**config.mk**
```make
export PLATFORM = sky130hd
export DESIGN_NAME = line_follow_pid_drive
export DESIGN_NICKNAME = d
export VERILOG_FILES = /design/src/rtl/core/lfpd_pkg.sv /design/src/rtl/core/line_follow_pid_drive.sv /design/src/rtl/core/lfpd_cfg_regs.sv
export VERILOG_INCLUDE_DIRS = /design/src /design/src/rtl/core
export SDC_FILE = /design/constraint.sdc
export NUM_CORES = 2
export LEC_CHECK = 0
export ABC_AREA = 1
export ABC_CLOCK_PERIOD_IN_PS = 6400
export BUFFER_PORTS_ARGS = -buffer_cell sky130_fd_sc_hd__buf_2
export CORE_ASPECT_RATIO = 1.2
export CORE_MARGIN = 3
export CORE_UTILIZATION = 65
export DETAILED_ROUTE_END_ITERATION = 16
export GPL_TIMING_DRIVEN = 0
export PLACE_DENSITY = 0.82
export RECOVER_POWER = 50
export REMOVE_ABC_BUFFERS = 1
export SYNTH_ARGS = -nofsm -noshare
export SYNTH_HDL_FRONTEND = slang
export SYNTH_SLANG_ARGS = --single-unit
```
**constraint.sdc**
```tcl
create_clock -name clk -period 6.4 [get_ports clk]
set_input_delay 0.64 -clock clk [delete_from_list [all_inputs] [get_ports clk]]
set_output_delay 0.64 -clock clk [all_outputs]
set_load 0.01 [all_outputs]
```
**src/rtl/core/line_follow_pid_drive_assert.svh**
```systemverilog
// Assertion macros for the line follower PID drive; clock and reset are clk and rst_n.
`ifndef LINE_FOLLOW_PID_DRIVE_ASSERT_SVH
`define LINE_FOLLOW_PID_DRIVE_ASSERT_SVH

`ifndef ASSERT_OFF

// Check cons in the same cycle whenever ante holds.
`define LFPD_ASSERT_NOW(lbl, ante, cons, msg) \
    lbl: assert property (@(posedge clk) disable iff (!rst_n) (ante) |-> (cons)) \
        else $error(msg);

// Check cons in the cycle after ante holds.
`define LFPD_ASSERT_NEXT(lbl, ante, cons, msg) \
    lbl: assert property (@(posedge clk) disable iff (!rst_n) (ante) |=> (cons)) \
        else $error(msg);

`else

`define LFPD_ASSERT_NOW(lbl, ante, cons, msg)
`define LFPD_ASSERT_NEXT(lbl, ante, cons, msg)

`endif

`endif

```
**src/rtl/core/lfpd_pkg.sv**
```systemverilog
// Shared types, constants and the sensor error table for the line follower PID drive.
`default_nettype none

package lfpd_pkg;

    localparam int BASE_W     = 12;
    localparam int GAIN_W     = 16;
    localparam int LIMIT_W    = 15;
    localparam int ERR_W      = 6;
    localparam int SUM_W      = 16;
    localparam int DERIV_W    = 7;
    localparam int CFG_DATA_W = 16;
    localparam int CFG_IDX_W  = 3;
    localparam int FRAC_BITS  = 10;

    localparam logic [BASE_W-1:0]  BASE_SPEED_RST = 12'd300;
    localparam logic [GAIN_W-1:0]  GAIN_P_RST     = 16'd3072;
    localparam logic [GAIN_W-1:0]  GAIN_I_RST     = 16'd10;
    localparam logic [GAIN_W-1:0]  GAIN_D_RST     = 16'd2560;
    localparam logic [LIMIT_W-1:0] INT_LIMIT_RST  = 15'd2000;

    typedef enum logic [CFG_IDX_W-1:0] {
        CFG_BASE_SPEED = 3'd0,
        CFG_GAIN_P     = 3'd1,
        CFG_GAIN_I     = 3'd2,
        CFG_GAIN_D     = 3'd3,
        CFG_INT_LIMIT  = 3'd4
    } cfg_idx_t;

    typedef struct packed {
        logic [BASE_W-1:0]  base_speed;
        logic [GAIN_W-1:0]  gain_p;
        logic [GAIN_W-1:0]  gain_i;
        logic [GAIN_W-1:0]  gain_d;
        logic [LIMIT_W-1:0] integral_limit;
    } cfg_t;

    // Position error for a sensor pattern; the all-off pattern is handled by the caller.
    function automatic logic signed [ERR_W-1:0] err_lookup(input logic [3:0] pattern);
        logic signed [ERR_W-1:0] err;
        case (pattern)
            4'd1:    err = 6'sd30;
            4'd2:    err = 6'sd10;
            4'd3:    err = 6'sd20;
            4'd4:    err = -6'sd10;
            4'd7:    err = 6'sd10;
            4'd8:    err = -6'sd30;
            4'd10:   err = -6'sd20;
            4'd12:   err = -6'sd20;
            default: err = 6'sd0;
        endcase
        return err;
    endfunction

endpackage

`default_nettype wire

```
**src/rtl/core/line_follow_pid_drive.sv**
```systemverilog
// Line follower PID drive: top level with error state, PID pipeline and output register.
`default_nettype none

`include "line_follow_pid_drive_assert.svh"

// Takes one 4-bit sensor sample per transaction and returns one wheel command
// transaction per sample. A new sample is accepted every clock while in_stall
// is low. The error and integral update is registered at the accepting edge,
// and the multiply stage, the product sum and the clamp into the output
// register follow it in that order. The PID state is updated in the acceptance
// cycle, so back-to-back samples see each other's error and integral. When the
// output is stalled the stages fill up and in_stall rises only once every stage
// holds a transaction. Configuration writes take effect at once and belong
// between transactions.
module line_follow_pid_drive
    import lfpd_pkg::*;
(
    input  wire logic                     clk,
    input  wire logic                     rst_n,
    input  wire logic                     cfg_write,
    input  wire logic [CFG_IDX_W-1:0]     cfg_index,
    input  wire logic [CFG_DATA_W-1:0]    cfg_data,
    input  wire logic                     in_valid,
    output logic                          in_stall,
    input  wire logic [3:0]               sensor_bits,
    output logic                          out_valid,
    input  wire logic                     out_stall,
    output logic [BASE_W-1:0]             left_drive,
    output logic [BASE_W-1:0]             right_drive,
    output logic                          line_lost,
    output logic signed [ERR_W-1:0]       position_error
);

    localparam int PP_W  = GAIN_W + 1 + ERR_W;    // gain_p * error
    localparam int PI_W  = GAIN_W + 1 + SUM_W;    // gain_i * integral
    localparam int PD_W  = GAIN_W + 1 + DERIV_W;  // gain_d * derivative
    localparam int ACC_W = PI_W + 1;
    localparam int ADJ_W = ACC_W - FRAC_BITS;
    localparam int DRV_W = ADJ_W + 2;

    cfg_t cfg;

    lfpd_cfg_regs u_cfg_regs (
        .clk       (clk),
        .rst_n     (rst_n),
        .cfg_write (cfg_write),
        .cfg_index (cfg_index),
        .cfg_data  (cfg_data),
        .cfg       (cfg)
    );

    // ---------------- handshake chain ----------------
    logic s1_valid_reg, s2_valid_reg, s3_valid_reg, out_valid_reg;
    logic out_free, s3_ready, s2_ready, s1_ready, in_accept;

    assign out_free  = !out_valid_reg || !out_stall;
    assign s3_ready  = !s3_valid_reg || out_free;
    assign s2_ready  = !s2_valid_reg || s3_ready;
    assign s1_ready  = !s1_valid_reg || s2_ready;
    assign in_stall  = !s1_ready;
    assign in_accept = in_valid && s1_ready;

    always_ff @(posedge clk or negedge rst_n)
    begin
        if (!rst_n)
        begin
            s1_valid_reg  <= 1'b0;
            s2_valid_reg  <= 1'b0;
            s3_valid_reg  <= 1'b0;
            out_valid_reg <= 1'b0;
        end
        else
        begin
            if (s1_ready)
                s1_valid_reg <= in_valid;
            if (s2_ready)
                s2_valid_reg <= s1_valid_reg;
            if (s3_ready)
                s3_valid_reg <= s2_valid_reg;
            if (out_free)
                out_valid_reg <= s3_valid_reg;
        end
    end

    // ---------------- stage 1: error lookup and PID state ----------------
    logic signed [ERR_W-1:0]   prev_err_reg;
    logic signed [SUM_W-1:0]   error_sum_reg;
    logic                      lost_a;
    logic signed [ERR_W-1:0]   err_a;
    logic signed [SUM_W:0]     sum_raw;
    logic signed [SUM_W:0]     lim_pos;
    logic signed [SUM_W:0]     lim_neg;
    logic signed [SUM_W:0]     sum_clamped;
    logic signed [SUM_W-1:0]   sum_a;
    logic signed [DERIV_W-1:0] deriv_a;

    assign lost_a  = (sensor_bits == 4'd0);
    assign err_a   = lost_a ? prev_err_reg : err_lookup(sensor_bits);
    assign sum_raw = {error_sum_reg[SUM_W-1], error_sum_reg}
                   + {{(SUM_W+1-ERR_W){err_a[ERR_W-1]}}, err_a};
    assign lim_pos = {2'b00, cfg.integral_limit};
    assign lim_neg = -lim_pos;

    always_comb
    begin
        if (sum_raw > lim_pos)
            sum_clamped = lim_pos;
        else if (sum_raw < lim_neg)
            sum_clamped = lim_neg;
        else
            sum_clamped = sum_raw;
    end

    assign sum_a   = sum_clamped[SUM_W-1:0];
    assign deriv_a = {err_a[ERR_W-1], err_a} - {prev_err_reg[ERR_W-1], prev_err_reg};

    always_ff @(posedge clk or negedge rst_n)
    begin
        if (!rst_n)
        begin
            prev_err_reg  <= '0;
            error_sum_reg <= '0;
        end
        else if (in_accept)
        begin
            prev_err_reg  <= err_a;
            error_sum_reg <= sum_a;
        end
    end

    logic signed [ERR_W-1:0]   s1_err_reg;
    logic signed [SUM_W-1:0]   s1_sum_reg;
    logic signed [DERIV_W-1:0] s1_deriv_reg;
    logic                      s1_lost_reg;

    always_ff @(posedge clk)
    begin
        if (in_accept)
        begin
            s1_err_reg   <= err_a;
            s1_sum_reg   <= sum_a;
            s1_deriv_reg <= deriv_a;
            s1_lost_reg  <= lost_a;
        end
    end

    // ---------------- stage 2: gain products ----------------
    logic signed [PP_W-1:0] prod_p_next;
    logic signed [PI_W-1:0] prod_i_next;
    logic signed [PD_W-1:0] prod_d_next;

    assign prod_p_next = $signed({1'b0, cfg.gain_p}) * s1_err_reg;
    assign prod_i_next = $signed({1'b0, cfg.gain_i}) * s1_sum_reg;
    assign prod_d_next = $signed({1'b0, cfg.gain_d}) * s1_deriv_reg;

    logic signed [PP_W-1:0]  s2_prod_p_reg;
    logic signed [PI_W-1:0]  s2_prod_i_reg;
    logic signed [PD_W-1:0]  s2_prod_d_reg;
    logic signed [ERR_W-1:0] s2_err_reg;
    logic                    s2_lost_reg;

    always_ff @(posedge clk)
    begin
        if (s2_ready && s1_valid_reg)
        begin
            s2_prod_p_reg <= prod_p_next;
            s2_prod_i_reg <= prod_i_next;
            s2_prod_d_reg <= prod_d_next;
            s2_err_reg    <= s1_err_reg;
            s2_lost_reg   <= s1_lost_reg;
        end
    end

    // ---------------- stage 3: product sum ----------------
    logic signed [ACC_W-1:0] acc_next;

    assign acc_next = {{(ACC_W-PP_W){s2_prod_p_reg[PP_W-1]}}, s2_prod_p_reg}
                    + {{(ACC_W-PI_W){s2_prod_i_reg[PI_W-1]}}, s2_prod_i_reg}
                    + {{(ACC_W-PD_W){s2_prod_d_reg[PD_W-1]}}, s2_prod_d_reg};

    logic signed [ACC_W-1:0] s3_acc_reg;
    logic signed [ERR_W-1:0] s3_err_reg;
    logic                    s3_lost_reg;

    always_ff @(posedge clk)
    begin
        if (s3_ready && s2_valid_reg)
        begin
            s3_acc_reg  <= acc_next;
            s3_err_reg  <= s2_err_reg;
            s3_lost_reg <= s2_lost_reg;
        end
    end

    // ---------------- output stage: scale and clamp ----------------
    // Floor shift plus one on a negative value with dropped bits = truncate toward zero.
    logic signed [ADJ_W-1:0] adj_floor;
    logic                    adj_round;
    logic signed [DRV_W-1:0] adj_wide;
    logic signed [DRV_W-1:0] rnd_wide;
    logic signed [DRV_W-1:0] base_wide;
    logic signed [DRV_W-1:0] left_raw;
    logic signed [DRV_W-1:0] right_raw;
    logic [BASE_W-1:0]       left_next;
    logic [BASE_W-1:0]       right_next;

    assign adj_floor = s3_acc_reg[ACC_W-1:FRAC_BITS];
    assign adj_round = s3_acc_reg[ACC_W-1] && (s3_acc_reg[FRAC_BITS-1:0] != '0);
    assign adj_wide  = {{(DRV_W-ADJ_W){adj_floor[ADJ_W-1]}}, adj_floor};
    assign rnd_wide  = {{(DRV_W-1){1'b0}}, adj_round};
    assign base_wide = {{(DRV_W-BASE_W){1'b0}}, cfg.base_speed};
    assign left_raw  = base_wide - adj_wide - rnd_wide;
    assign right_raw = base_wide + adj_wide + rnd_wide;

    always_comb
    begin
        if (s3_lost_reg || left_raw < 0)
            left_next = '0;
        else if (left_raw > base_wide)
            left_next = cfg.base_speed;
        else
            left_next = left_raw[BASE_W-1:0];

        if (s3_lost_reg || right_raw < 0)
            right_next = '0;
        else if (right_raw > base_wide)
            right_next = cfg.base_speed;
        else
            right_next = right_raw[BASE_W-1:0];
    end

    logic [BASE_W-1:0]       left_reg;
    logic [BASE_W-1:0]       right_reg;
    logic                    lost_reg;
    logic signed [ERR_W-1:0] err_out_reg;

    always_ff @(posedge clk)
    begin
        if (out_free && s3_valid_reg)
        begin
            left_reg    <= left_next;
            right_reg   <= right_next;
            lost_reg    <= s3_lost_reg;
            err_out_reg <= s3_err_reg;
        end
    end

    assign out_valid      = out_valid_reg;
    assign left_drive     = left_reg;
    assign right_drive    = right_reg;
    assign line_lost      = lost_reg;
    assign position_error = err_out_reg;

    // ---------------- assertions ----------------
    logic signed [SUM_W:0] sum_chk;

    assign sum_chk = {error_sum_reg[SUM_W-1], error_sum_reg};

    `LFPD_ASSERT_NEXT(a_state_tracks_stage1, in_accept, s1_valid_reg && (prev_err_reg == s1_err_reg) && (error_sum_reg == s1_sum_reg), "PID state and stage 1 disagree")
    `LFPD_ASSERT_NEXT(a_lost_holds_error, in_accept && (sensor_bits == 4'd0), $stable(prev_err_reg), "previous error changed on a lost line")
    `LFPD_ASSERT_NEXT(a_integral_clamped, in_accept, (sum_chk <= $past(lim_pos)) && (sum_chk >= $past(lim_neg)), "integral outside its limit")
    `LFPD_ASSERT_NOW(a_lost_stops_wheels, out_valid_reg && lost_reg, (left_reg == '0) && (right_reg == '0), "drive nonzero with line lost")

endmodule

`default_nettype wire

```
**src/rtl/core/lfpd_cfg_regs.sv**
```systemverilog
// Configuration register file: base speed, PID gains and integral limit.
`default_nettype none

module lfpd_cfg_regs
    import lfpd_pkg::*;
(
    input  wire logic                  clk,
    input  wire logic                  rst_n,
    input  wire logic                  cfg_write,
    input  wire logic [CFG_IDX_W-1:0]  cfg_index,
    input  wire logic [CFG_DATA_W-1:0] cfg_data,
    output cfg_t                       cfg
);

    cfg_t cfg_reg;
    cfg_t cfg_next;

    always_comb
    begin
        cfg_next = cfg_reg;
        if (cfg_write)
        begin
            case (cfg_idx_t'(cfg_index))
                CFG_BASE_SPEED: cfg_next.base_speed     = cfg_data[BASE_W-1:0];
                CFG_GAIN_P:     cfg_next.gain_p         = cfg_data[GAIN_W-1:0];
                CFG_GAIN_I:     cfg_next.gain_i         = cfg_data[GAIN_W-1:0];
                CFG_GAIN_D:     cfg_next.gain_d         = cfg_data[GAIN_W-1:0];
                CFG_INT_LIMIT:  cfg_next.integral_limit = cfg_data[LIMIT_W-1:0];
                default:        cfg_next = cfg_reg;
            endcase
        end
    end

    always_ff @(posedge clk or negedge rst_n)
    begin
        if (!rst_n)
        begin
            cfg_reg.base_speed     <= BASE_SPEED_RST;
            cfg_reg.gain_p         <= GAIN_P_RST;
            cfg_reg.gain_i         <= GAIN_I_RST;
            cfg_reg.gain_d         <= GAIN_D_RST;
            cfg_reg.integral_limit <= INT_LIMIT_RST;
        end
        else
        begin
            cfg_reg <= cfg_next;
        end
    end

    assign cfg = cfg_reg;

endmodule

`default_nettype wire
```
Yosys cells after proc, flatten, opt, wreduce, memory -nomap -nowiden
Memory sizes are Yosys's and may differ from the RTL's.
Index checks and enable logic that the tools add are counted.
{"block": "classes", "addsub": 9, "mux": 5, "magnitude_cmp": 6, "n_reduce_logical": 25, "n_eq_ne": 4, "multipliers": 3}
{"cell": "greater-than comparator 26 x 13 -> 1 bit", "count": 2}
{"cell": "< comparator 26 x 1 -> 1 bit (second input constant)", "count": 2}
{"cell": "adder 23 x 33 -> 34 bit", "count": 1}
{"cell": "adder 34 bit", "count": 1}
{"cell": "multiplier 17 x 16 -> 33 bit", "count": 1}
{"cell": "two-way mux 16 bit", "count": 2}
{"cell": "adder 25 x 2 -> 26 bit", "count": 1}
{"cell": "subtractor 25 x 2 -> 26 bit", "count": 1}
{"cell": "adder 13 x 24 -> 25 bit", "count": 1}
{"cell": "subtractor 13 x 24 -> 25 bit", "count": 1}
{"cell": "multiplier 17 x 7 -> 24 bit", "count": 1}
{"cell": "two-way mux 12 bit", "count": 2}
{"cell": "multiplier 17 x 6 -> 23 bit", "count": 1}
{"cell": "adder 16 x 6 -> 17 bit", "count": 1}
{"cell": "greater-than comparator 17 x 16 -> 1 bit", "count": 1}
{"cell": "< comparator 17 bit", "count": 1}
{"cell": "negation 15 -> 17 bit", "count": 1}
{"cell": "AND reduction 2 bit", "count": 5}
{"cell": "nonzero test 10 bit", "count": 1}
{"cell": "subtractor 6 x 6 -> 7 bit", "count": 1}
{"cell": "== test 3 x 2 -> 1 bit (second input constant)", "count": 2}
{"cell": "logical NOT 1 bit", "count": 6}
{"cell": "logical OR 1 bit", "count": 6}
{"cell": "two-way mux 6 bit", "count": 1}
{"cell": "other kinds (5)", "count": 9}
{"block": "totals", "regBits": 290, "mem_bits_ro": 80, "memories": 1}
{"memory": "(name not given)", "depth": 16, "word_bits": 5, "read_ports": 1, "rd_clocked_by_memory_dff": 0, "wr": 0, "line": "lfpd_pkg.sv:41", "source": "case (pattern)"}

Depth between registers and ports, before layout
{"block": "depth", "word_depth": 6, "depth_mapped": 38}

By module
A second synthesis with hierarchy kept.
{"block": "hier_totals", "hier_cells": 4294, "area_unflattened_um2": 34824.6}
{"module": "line_follow_pid_drive", "n_inst": 1, "cells_each": 3958, "area_per_inst_um2": 31775.5}
{"module": "lfpd_cfg_regs", "n_inst": 1, "cells_each": 336, "area_per_inst_um2": 3049.2}

Least setup slack after synthesis
OpenSTA, ideal clock, no wires.
{"block": "synth_path", "path_kind": "flip-flop to flip-flop", "start": "register u_cfg_regs.cfg_reg, in the netlist u_cfg_regs.cfg[38]", "end": "register s2_prod_i_reg[27] (data pin)", "stages_incl_launch_ff": 25, "period_less_slack_ns": 5.733, "path_buffers": 2, "required_time_ns": 6.142, "setup_time_ns": 0.258, "path_slack_ns": 0.667, "arrival_ns": 5.475, "path_cell_list": "dfrtp_1 -> clkbuf_1 -> clkbuf_1 -> nand2_1 -> fa_1 -> inv_1 -> fa_1 -> inv_1 -> fa_1 -> inv_1 -> fa_1 -> fa_1 -> inv_1 -> fa_1 -> inv_1 -> ha_1 -> a21oi_1 -> o21a_1 -> o21ai_0 -> a21oi_1 -> nor2_1 -> nor2_1 -> o21bai_1 -> a21oi_1 -> xnor2_1"}
{"block": "synth_via", "elab_chain_len": 1}
{"element": "start: declaration", "line": "lfpd_cfg_regs.sv:15", "source": "cfg_t cfg_reg;"}
{"element": "start signal: assignment", "line": "lfpd_cfg_regs.sv:46", "source": "cfg_reg <= cfg_next;"}
{"element": "multiplier 17 x 16 -> 33 bit", "line": "line_follow_pid_drive.sv:153", "source": "assign prod_i_next = $signed({1'b0, cfg.gain_i}) * s1_sum_reg;"}
{"element": "named net prod_i_next[27]", "line": "line_follow_pid_drive.sv:149", "source": "logic signed [PI_W-1:0] prod_i_next;"}
{"element": "end signal: assignment", "line": "line_follow_pid_drive.sv:167", "source": "s2_prod_i_reg <= prod_i_next;"}
{"element": "end: declaration", "line": "line_follow_pid_drive.sv:157", "source": "logic signed [PI_W-1:0] s2_prod_i_reg;"}
The timed path passes the listed nets, and every way through them passes these cells.
A chain may end at the register's enable or synchronous reset.

Worst setup path after layout
{"block": "layout_path", "start": "register s1_sum_reg[15]", "end": "register s2_prod_i_reg[27] (data pin)"}
{"block": "layout_via", "elab_chain_len": 1}
{"element": "start: declaration", "line": "line_follow_pid_drive.sv:132", "source": "logic signed [SUM_W-1:0] s1_sum_reg;"}
{"element": "start signal: assignment", "line": "line_follow_pid_drive.sv:141", "source": "s1_sum_reg <= sum_a;"}
{"element": "multiplier 17 x 16 -> 33 bit", "line": "line_follow_pid_drive.sv:153"}
{"element": "named net prod_i_next[27]", "line": "line_follow_pid_drive.sv:149"}
The timed path passes the listed nets, and every way through them passes these cells.

==> qor.txt <==
==================================================================================
Outcome                                                               complete, but fails checks
Failing checks                                                        max-capacitance violations, max-slew violations
Maximum buffer depth of the clock tree                                           3
Clk_lat worst skew                                                          570 ps
GR Util All Layers                                                          0.3211
Final critical delay including setup and external delays                   6209 ps
Antenna violations before repair                                                 4
Core region area                                                       51920 sq um
Via count normalized by instance count                                       5.663
DIE AREA                                                               55730 sq um
Layout-stage area growth over the synthesis result                          6.791%
Detailed router's first-iteration violation count                             1973
Clock-pin slew on the worst setup and hold paths                             60 ps
Crit Path Max Fanout                                                             7
Starting density of the core                                                0.6626
Final core utilization                                                      0.7076
Asr flop ratio synth                                                        0.3483
Arrival time worst endpoint                                                6540 ps
Fin. Hold Viols                                                                  0
Total standard cell area after synthesis                               34400 sq um
Fill cell total of the finished layout                                        4046
H-tree lvl count                                                                 2
Share of final-layout standard cells stronger than drive strength 1        0.06169
Cell-by-cell listing of the critical path                             clkinvlp_4 > or2_2 > fa_1 > fa_1 > inv_1 > fa_1 > fa_1 > fa_1 > inv_1 > fa_1 > inv_1 > ha_1 > a21oi_1 > o21a_1 > o21ai_0 > a21oi_2 > nor2_1 > nor2_1 > o21bai_1 > a21oi_1 > xnor2_1
Critical path required time                                                6730 ps
Clock root buffer master                                                 clkbuf_16
Wire length of the first global-routing pass                             142800 um
Number of flip-flops under the largest register name                            75
Post-Route Skew                                                           30.47 ps
Number of hold buffers added after CTS                                           0
Row Count                                                                       91
Antenna viol nets, final                                                         0
Post-detailed-routing wire length                                         87750 um
Final total negative setup slack                                              0 ps
Gpl congestion                                                              0.9869
Ports placed on the boundary                                                    61
Nature of the critical path startpoint                                   flip-flop
Library cells used by synthesis                                                 53
Vertical die dimension                                                    258.0 um
EDFF count, synth                                                              189
Remaining routing DRC violations                                                 0
HP Class                                                              input pin to flip-flop
Width of the chip                                                         216.0 um
Post-route insts no fill                                                      4933
Total iterations of the first detailed-routing run                               6
IO Port Bufs                                                                    60
Transition time of the tightest slew-check pin                             3081 ps
Cell count after placement                                                    4819
Total congestion overflow                                                        0
Nets                                                                          4994
Most frequent cells in the layout                                     nand2_1, inv_1, ha_1
DR vias                                                                      27940
Final routed wire length divided by cell count                            17.79 um
Standard cell with the maximum stage delay on the critical path               fa_1
Setup-failing EPs final                                                          0
Sinks on Clock Net                                                             290
Area share of the largest cell type after synthesis                         0.2101
Most common library cell in the layout ignoring fill and taps              nand2_1
Most used cell along the critical path                                        fa_1
Pins Over Slew Limit                                                           193
Predominant post-synthesis flop cell                                      edfxtp_1
Biggest area contributors in the synthesized netlist                  fa_1, edfxtp_1, ha_1, nand2_1, inv_1
Capturing element type of the critical path                              flip-flop
Clock tree from TritonCTS                                                    built
Cell type with the highest aggregate area in the netlist                      fa_1
Max-cap viol count                                                               5
Slew margin rel.                                                            -1.054
Achievable clock frequency                                              0.1610 GHz
Maximum number of pins on one net before global-route repair                    53
Largest stage delay on the critical path                                    510 ps
Share of the cycle needed by the critical path after routing                0.9702
Estimated wirelength of the detail-placed design                          67830 um
Post-synthesis instance total                                                 4193
Synthesized area per cell                                              8.204 sq um
Total number of yosys warnings                                                   0
Sequential-to-total area share from yosys stat                              0.2390
Class of the most critical setup path                                 flip-flop to flip-flop
Cts bufs inserted                                                               34
Number of storage elements in the synthesis netlist                            290
Number of global-route vias before repair                                    28660
==================================================================================
-- metal layers --
metal / track usage / wire, um
met5: 0 / 8
met4: 0.1952 / 5733
met3: 0.04790 / 6474
met2: 0.5640 / 43530
met1: 0.3718 / 32000
-- critical path, delay by kind of cell, from the launching register on --
family	cells	cell delay (ps)
AO/OA/AOI/OAI	6	1140
flip-flops	1	430
XOR/XNOR	1	220
AND/OR/NAND/NOR	3	590
buffers and inverters	4	390
adder cells (fa/ha/maj)	7	3220
-- final timing paths --
kind | start | to | slack [ps] | cells after the start
hold reg to reg | s2_lost_reg | s3_lost_reg | 420 | 0
setup reg to reg | s1_sum_reg[15] | s2_prod_i_reg[27] | 190 | 21
min in group asynchronous | rst_n | u_cfg_regs.cfg[11] | 1100 | 1
hold / removal | out_stall | out_valid | 310 | 3
setup / recovery | s1_sum_reg[15] | s2_prod_i_reg[27] | 190 | 21
max in group asynchronous | rst_n | u_cfg_regs.cfg[37] | 990 | 2
-- logic make-up after synthesis --
kind of cell               count (synthesis)  synth area share
adders and majority gates                760            0.3552
DFF                                      290            0.2390
buffers and inverters                    976            0.1081
AOI/OAI and AO/OA                        446           0.07085
and+or+nand+nor                         1574            0.1888
xor gates and xnor gates                 147           0.03797
-- cell usage after synthesis (30+ instances only) --
cell type / n
nand2_1: 1106
xnor2_1: 40
nor2_1: 188
edfxtp_1: 189
fa_1: 361
o21ai_0: 168
inv_1: 825
xor2_1: 106
dfrtp_1: 85
nand3_1: 125
a21oi_1: 197
nand4_1: 30
clkbuf_1: 123
or2_2: 33
ha_1: 399
-- layout make-up --
cell class / instances / area, sq um / area share
multi-input combinational: 2927 / 22490 / 0.6122
sequential: 290 / 8254 / 0.2247
inverter: 840 / 3157 / 0.08593
clock buffer: 44 / 982.2 / 0.02674
tap: 697 / 872.1 / 0.02374
timing repair buffer: 112 / 800.8 / 0.02180
clock inverter: 17 / 161.4 / 0.004394
antenna: 5 / 12.51 / 0.0003406
timing repair inverter: 1 / 5.005 / 0.0001362
-- metrics by stage --
stage | setup slack, ps | instance area, sq um | hold slack [ps]
floorplan | 796.1 | 33830 | 344.4
global placement | -1130 | 35010 | 401.7
detailed placement | -274.8 | 35140 | 404.5
CTS | 8.411 | 36540 | 166.1
global route | -81.06 | 36720 | 317.8
finish | 190.5 | 36740 | 312.1
-- repair_timing --
| action | 4_1_cts | 5_1_grt |
|---|---|---|
| buffers inserted | 23 | 23 |
| gates cloned | 0 | 1 |
| endpoints found under the setup margin | 3 | 40 |
| gates resized for setup | 9 | 16 |
Power is left out: the tool's default activity adds up to more than one toggle a clock period on the data nets, which glitch-free logic cannot reach.
